### config.mk
export PLATFORM = sky130hd
export DESIGN_NAME = smx_ctrl
export DESIGN_NICKNAME = d
export VERILOG_FILES = /design/src/hw/rtl/smx_pkg.sv /design/src/hw/rtl/smx_ctrl.sv
export SDC_FILE = /design/constraint.sdc
export NUM_CORES = 1
export LEC_CHECK = 0
export BUFFER_PORTS_ARGS = -buffer_cell sky130_fd_sc_hd__buf_2
export CORE_AREA = 8 8 45 47
export DETAILED_ROUTE_END_ITERATION = 12
export DIE_AREA = 0 0 53 55
export PLACE_DENSITY_LB_ADDON = 0.12
export SYNTH_ARGS = -nofsm -noshare
export SYNTH_HDL_FRONTEND = slang
export SYNTH_SLANG_ARGS = --single-unit
### constraint.sdc
create_clock -name clk -period 2 [get_ports clk]
set_input_delay 0.2 -clock clk [delete_from_list [all_inputs] [get_ports clk]]
set_output_delay 0.2 -clock clk [all_outputs]
set_load 0.02 [all_outputs]
### src/hw/rtl/smx_pkg.sv
// Shared types, codes and constants of the stack machine executor.
package smx_pkg;

  localparam int SMX_STACK_DEPTH = 64;
  localparam int SMX_MEM_WORDS   = 128;
  localparam int WORD_W          = 64;
  localparam int HALF_W          = WORD_W / 2;
  localparam int ADDR_W          = 7;
  localparam int MD_CNT_W        = 6;
  localparam logic [MD_CNT_W-1:0] DIV_LAST = MD_CNT_W'(WORD_W - 1);
  localparam logic [MD_CNT_W-1:0] MUL_LAST = MD_CNT_W'(3);

  typedef enum logic [2:0] {
    FN_PUSH_IMM = 3'd0,
    FN_PUSH_MEM = 3'd1,
    FN_POP      = 3'd2,
    FN_ADD      = 3'd3,
    FN_SUB      = 3'd4,
    FN_MUL      = 3'd5,
    FN_DIV      = 3'd6,
    FN_PRINT    = 3'd7
  } func_t;

  typedef enum logic [2:0] {
    KD_DONE  = 3'd0,
    KD_PRINT = 3'd1,
    KD_UNDER = 3'd2,
    KD_OVER  = 3'd3,
    KD_DIVZ  = 3'd4
  } kind_t;

  typedef enum logic [2:0] {
    ST_CLEAR,
    ST_IDLE,
    ST_EXEC,
    ST_READ_A,
    ST_ARITH
  } st_t;

  typedef struct packed {
    logic [2:0]         func;
    logic signed [31:0] immediate;
    logic [ADDR_W-1:0]  address;
  } instr_t;

  typedef struct packed {
    logic [2:0]               kind;
    logic signed [WORD_W-1:0] value;
  } result_t;

  typedef struct packed {
    logic  clr_step;
    logic  latch;
    logic  rd_second;
    logic  cap_b;
    logic  md_start;
    logic  do_push;
    logic  do_pop;
    logic  do_bin;
    logic  finish;
    kind_t kind;
  } cmd_t;

  typedef struct packed {
    func_t func;
    logic  sp_empty;
    logic  sp_lt2;
    logic  sp_full;
    logic  b_zero;
    logic  md_done;
    logic  res_free;
    logic  clr_last;
  } stat_t;

endpackage

### src/hw/rtl/smx_ctrl.sv
// Controller state machine that sequences each instruction through the datapath.
module smx_ctrl
  import smx_pkg::*;
(
  input  logic  clk,
  input  logic  rst,
  input  logic  instr_valid,
  output logic  instr_stall,
  input  stat_t stat,
  output cmd_t  cmd
);

  st_t state;
  st_t state_next;

  always_ff @(posedge clk) begin
    if (rst) begin
      state <= ST_CLEAR;
    end else begin
      state <= state_next;
    end
  end

  always_comb begin
    state_next  = state;
    cmd         = '0;
    cmd.kind    = KD_DONE;
    instr_stall = 1'b1;
    unique case (state)
      ST_CLEAR: begin
        cmd.clr_step = 1'b1;
        if (stat.clr_last) begin
          state_next = ST_IDLE;
        end
      end
      ST_IDLE: begin
        instr_stall = ~stat.res_free;
        if (instr_valid && stat.res_free) begin
          cmd.latch  = 1'b1;
          state_next = ST_EXEC;
        end
      end
      ST_EXEC: begin
        state_next = ST_IDLE;
        unique case (stat.func) inside
          FN_PUSH_IMM, FN_PUSH_MEM: begin
            cmd.finish = 1'b1;
            if (stat.sp_full) begin
              cmd.kind = KD_OVER;
            end else begin
              cmd.do_push = 1'b1;
            end
          end
          FN_POP, FN_PRINT: begin
            cmd.finish = 1'b1;
            if (stat.sp_empty) begin
              cmd.kind = KD_UNDER;
            end else begin
              cmd.do_pop = 1'b1;
              cmd.kind   = (stat.func == FN_PRINT) ? KD_PRINT : KD_DONE;
            end
          end
          default: begin
            if (stat.sp_lt2) begin
              cmd.finish = 1'b1;
              cmd.kind   = KD_UNDER;
            end else begin
              cmd.cap_b     = 1'b1;
              cmd.rd_second = 1'b1;
              state_next    = ST_READ_A;
            end
          end
        endcase
      end
      ST_READ_A: begin
        unique case (stat.func) inside
          FN_ADD, FN_SUB: begin
            cmd.do_bin = 1'b1;
            cmd.finish = 1'b1;
            state_next = ST_IDLE;
          end
          FN_DIV: begin
            if (stat.b_zero) begin
              cmd.finish = 1'b1;
              cmd.kind   = KD_DIVZ;
              state_next = ST_IDLE;
            end else begin
              cmd.md_start = 1'b1;
              state_next   = ST_ARITH;
            end
          end
          default: begin
            cmd.md_start = 1'b1;
            state_next   = ST_ARITH;
          end
        endcase
      end
      ST_ARITH: begin
        if (stat.md_done) begin
          cmd.do_bin = 1'b1;
          cmd.finish = 1'b1;
          state_next = ST_IDLE;
        end
      end
      default: begin
        state_next = ST_IDLE;
      end
    endcase
  end

endmodule

* After elaboration in Yosys (flattened, before gate mapping)
Index checks and enable logic that the tools add are counted.
** Word-level totals
- Flip-flop bits (word level) :: 3
** Operators by class
- Equal/unequal tests :: 13
- Multiplexer cells :: 36
- Bitwise gates (word level) :: 1
- Reduce and logical (&&, ||, !) cells :: 8
** Operators by type and width (count)
- two-way mux 2 bit :: 9
- two-way mux 3 bit :: 5
- case mux 3 bit (5 select lines) :: 1
- == test 3 x 2 -> 1 bit (second input constant) :: 4
- == test 3 bit (second input constant) :: 4
- two-way mux 1 bit :: 12
- case mux 3 bit (2 select lines) :: 2
- two-way mux 4 bit :: 2
- case mux 4 bit (2 select lines) :: 1
- == test 3 x 1 -> 1 bit (second input constant) :: 2
- logical NOT 3 bit :: 2
- inequality test 2 bit (second input constant) :: 3
- case mux 1 bit (2 select lines) :: 3
- OR reduction 2 bit :: 3
- OR reduction 4 bit :: 1
- case mux 1 bit (3 select lines) :: 1
- AND reduction 3 bit :: 1
- logical AND 1 bit :: 1
- inverter 1 bit :: 1

* Longest topological paths before layout
- Depth in word-level cells :: 5
- Depth in mapped cells :: 5
- Mapped depth without buffers :: 3

* Least setup slack after synthesis
OpenSTA, ideal clock, no wires.
- Kind :: input to output
- Start point :: input port stat[9] in the netlist's numbering
- End point :: output port cmd[3] in the netlist's numbering
- Arrival :: 1.508 ns
- Required time :: 1.800 ns
- Path slack :: 0.292 ns
- Stages :: 4
- Path buffers :: 1
- Cell sequence :: clkbuf_2 -> nand3b_1 -> o211a_1 -> o41ai_1
** RTL lines
- from (decl) :: RTL line smx_ctrl.sv:9 : input stat_t stat,
- to (decl) :: RTL line smx_ctrl.sv:10 : output cmd_t cmd

==> metrics.md <==
| Metric | Value |
|---|---|
| Post-CTS Setup Bufs | 0 |
| Cell taking the most area after synthesis | sky130_fd_sc_hd__dfxtp_1 |
| Cell types occupying the most area after synthesis | sky130_fd_sc_hd__dfxtp_1, sky130_fd_sc_hd__nor3_1, sky130_fd_sc_hd__inv_1, sky130_fd_sc_hd__a21oi_1, sky130_fd_sc_hd__a2111oi_2 |
| CTS Hold Buffers Added | 0 |
| Initial Util | 29.0% |
| Number of antenna violations at the first check in global routing | 0 |
| Static leakage | 0.273 nW |
| Gate Count Post-Synth | 55 |
| Syn_nets | 68 |
| Post-synthesis instance area | 402 sq um |
| Result of the run | finished, final reports clean |
| 1st-iter DRT viols | 8 |
| CTS sink cnt | 3 |
| Setup Skew | 0.00310 ns |
| CTS HTree Levels | 1 |
| Commonest non-fill, non-tap cells in the layout | sky130_fd_sc_hd__buf_2, sky130_fd_sc_hd__inv_1, sky130_fd_sc_hd__nand2_1, sky130_fd_sc_hd__nor2_1, sky130_fd_sc_hd__nor3_1 |
| Area fraction of the dominant cell type after synthesis | 15.0% |
| Placer's final routability congestion estimate | 0.753 |
| Period utilization | 91.2% |
| Fin Setup TNS | 0 ns |
| Peak supply drop | 0.238 mV |
| Insertion delay to the later sink of the worst-skew pair | 0.23 ns |
| Yosys warnings | 0 |
| Synth unique cells | 34 |
| Routed via count | 476 |
| Width of the chip | 53 microns |
| Final Critical Period | 1.82 ns |
| Vertical die dimension | 55 microns |
| Worst slack, placed | 0.418 ns |
| Layout overhead on the synthesized area | 34.0% |
| Leading cell type in the layout, fill and taps excluded | sky130_fd_sc_hd__buf_2 |
| Crit Path Max Fanout | 10 |
| Ys async rst share | 0% |
| Setup WS post-layout | 0.175 ns |
| Fin. max-slew vios | 0 |
| Syn avg cell area | 7.30 sq um |
| Slowest stage cell, crit path | sky130_fd_sc_hd__or3b_4 |
| Final-stage net count | 93 |
| Data arrival time of the critical path | 1.62 ns |
| Number of routed nets with antenna violations | 0 |
| Top-level port count | 26 |
| Transition time at the pin with the least slew margin | 0.344 ns |
| Standard-cell row count | 14 |
| Headroom to the max-slew limit | 77.1% |
| Half-perimeter wire length after detailed placement | 925 microns |
| Startpoint of the lowest-slack register-to-register path | state[2] |
| Setup repair after global routing missed its margin | false |
| Max-cap violation count | 0 |
| Number of enable-type register cells in the synthesized netlist | 0 |
| Start point of the critical path | state[2] |
| Largest registers ranked by flip-flop count | state: 3 flops |
| Routed len/inst | 12.2 microns |
| Critical path launch point type | register |
| Sequential cell area fraction in the yosys report | 15.0% |
| Register with the most flip-flops | state |
| Antenna diodes | 0 |
| Cell-by-cell listing of the critical path | or3b_4, a211o_1, inv_1, buf_2 |
| WS Path Type | register to primary output |
| Number of flip-flops and latches in the synthesized netlist | 3 |
| CTS tree | built |
| Vias per cell | 5.01 |
| Number of detailed-routing iterations run before antenna repair | 4 |
| Pin count of the biggest net entering global routing | 12 |
| Number of endpoints with negative hold slack in the final report | 0 |
| Clock Root Buffer | sky130_fd_sc_hd__clkbuf_4 |
| Number of buffers created by CTS | 3 |
| Quantity of I/O buffers inserted on ports | 25 |
| Maximum clock frequency | 548 MHz |
| Power density over the cells | 451 mW/mm^2 |
| Post-cts gate resize count | 0 |
| Startpoint of the most critical hold path | rst |
| Endpoints failing setup | 0 |
| Capturing element type of the critical path | primary output |
| Clock-pin slew on the worst setup and hold paths | 0.04 ns |
| First-pass GRT wire length | 1870 microns |
| Hold crit path type | input port to register |
| Required time of the critical path | 1.80 ns |
| DRC violation count after routing | 0 |
| Total detailed-routing wirelength | 1160 microns |
| Delay of the slowest cell on the worst path | 0.45 ns |
| Vias in the first global route | 453 |
| Total congestion overflow after global routing | 0 |
| Total Die Area | 0.00292 sq mm |
| Number of flip-flops under the largest register name | 3 |
| Fraction of layout cells with a size suffix above 1 | 43.0% |
| Global routing usage summed across all routing layers | 8.51% |
| Placeable core area | 0.00138 sq mm |
| Most used flip-flop cell after synthesis | sky130_fd_sc_hd__dfxtp_1 |
| Deepest clock path buffer count | 2 |
cells by family (layout without fill, tap and decap cells):
kind of cell / after synthesis / after routing / share of synthesized area (%)
AOI/OAI and AO/OA: 15 / 15 / 29.9
xor gates and xnor gates: 1 / 1 / 2.18
buffers and inverters: 10 / 34 / 13.4
DFF: 3 / 3 / 15.0
muxes: 1 / 1 / 2.49
and+or+nand+nor: 25 / 25 / 37.1
Yosys cell counts, types with 2 or more instances:
cell and instances:
sky130_fd_sc_hd__a21oi_1 3, sky130_fd_sc_hd__and3_1 2, sky130_fd_sc_hd__buf_4 2, sky130_fd_sc_hd__dfxtp_1 3, sky130_fd_sc_hd__inv_1 5, sky130_fd_sc_hd__nand2_1 4
sky130_fd_sc_hd__nand3b_1 2, sky130_fd_sc_hd__nor2_1 4, sky130_fd_sc_hd__nor2b_1 2, sky130_fd_sc_hd__nor3_1 4
worst max-delay path, delay by kind of cell (launching register included):
kind | cells | cell delay [ns]
and+or+nand+nor | 1 | 0.45
DFF | 1 | 0.39
AOI/OAI and AO/OA | 1 | 0.31
buffers and inverters | 2 | 0.23
per-layer routing:
metal | vias to the layer above | share of wire [%] | track usage [%]
met1 | 206 | 42 | 9.98
met2 | 18 | 47 | 12.9
li1 | 250 | - | -
met4 | 0 | 1.6 | 6.47
met3 | 2 | 8.6 | 2.41
met5 | - | 0 | 0
per-stage QoR:
stage	instance area [sq um]	utilization (%)	cells	power (mW)	hold slack [ns]
after floorplan	402	-	55	0.112	0.262
after global placement	512	37.0	91	0.137	0.410
after detailed placement	512	37.0	91	0.137	0.403
after CTS	538	38.9	95	0.247	0.156
after global routing	538	38.9	95	0.258	0.169
final	538	38.9	95	0.243	0.163
power breakdown:
part / internal, mW / leakage, nW / switching, mW / total [mW]
Sequential: 0.0626 / 0.0245 / 0.00598 / 0.0686
Clock: 0.0748 / 0.0150 / 0.0323 / 0.107
Combinational: 0.0295 / 0.234 / 0.0375 / 0.0670
layout make-up:
| class | count | area (sq um) |
|---|---|---|
| multi-input cells | 42 | 288 |
| repair buffers | 25 | 125 |
| fillers | 166 | 846 |
| well taps | 16 | 20.0 |
| clock buffers | 4 | 26.3 |
| inverters | 5 | 18.8 |
| flip-flops and latches | 3 | 60.1 |
worst paths after layout:
path	slack, ns	cells after the start	end
min	0.16	2	state[1]
min reg2reg	0.58	2	state[2]
max reg2reg	0.66	3	state[1]
max	0.18	4	cmd[9]
(Power assumes the default switching activity.)
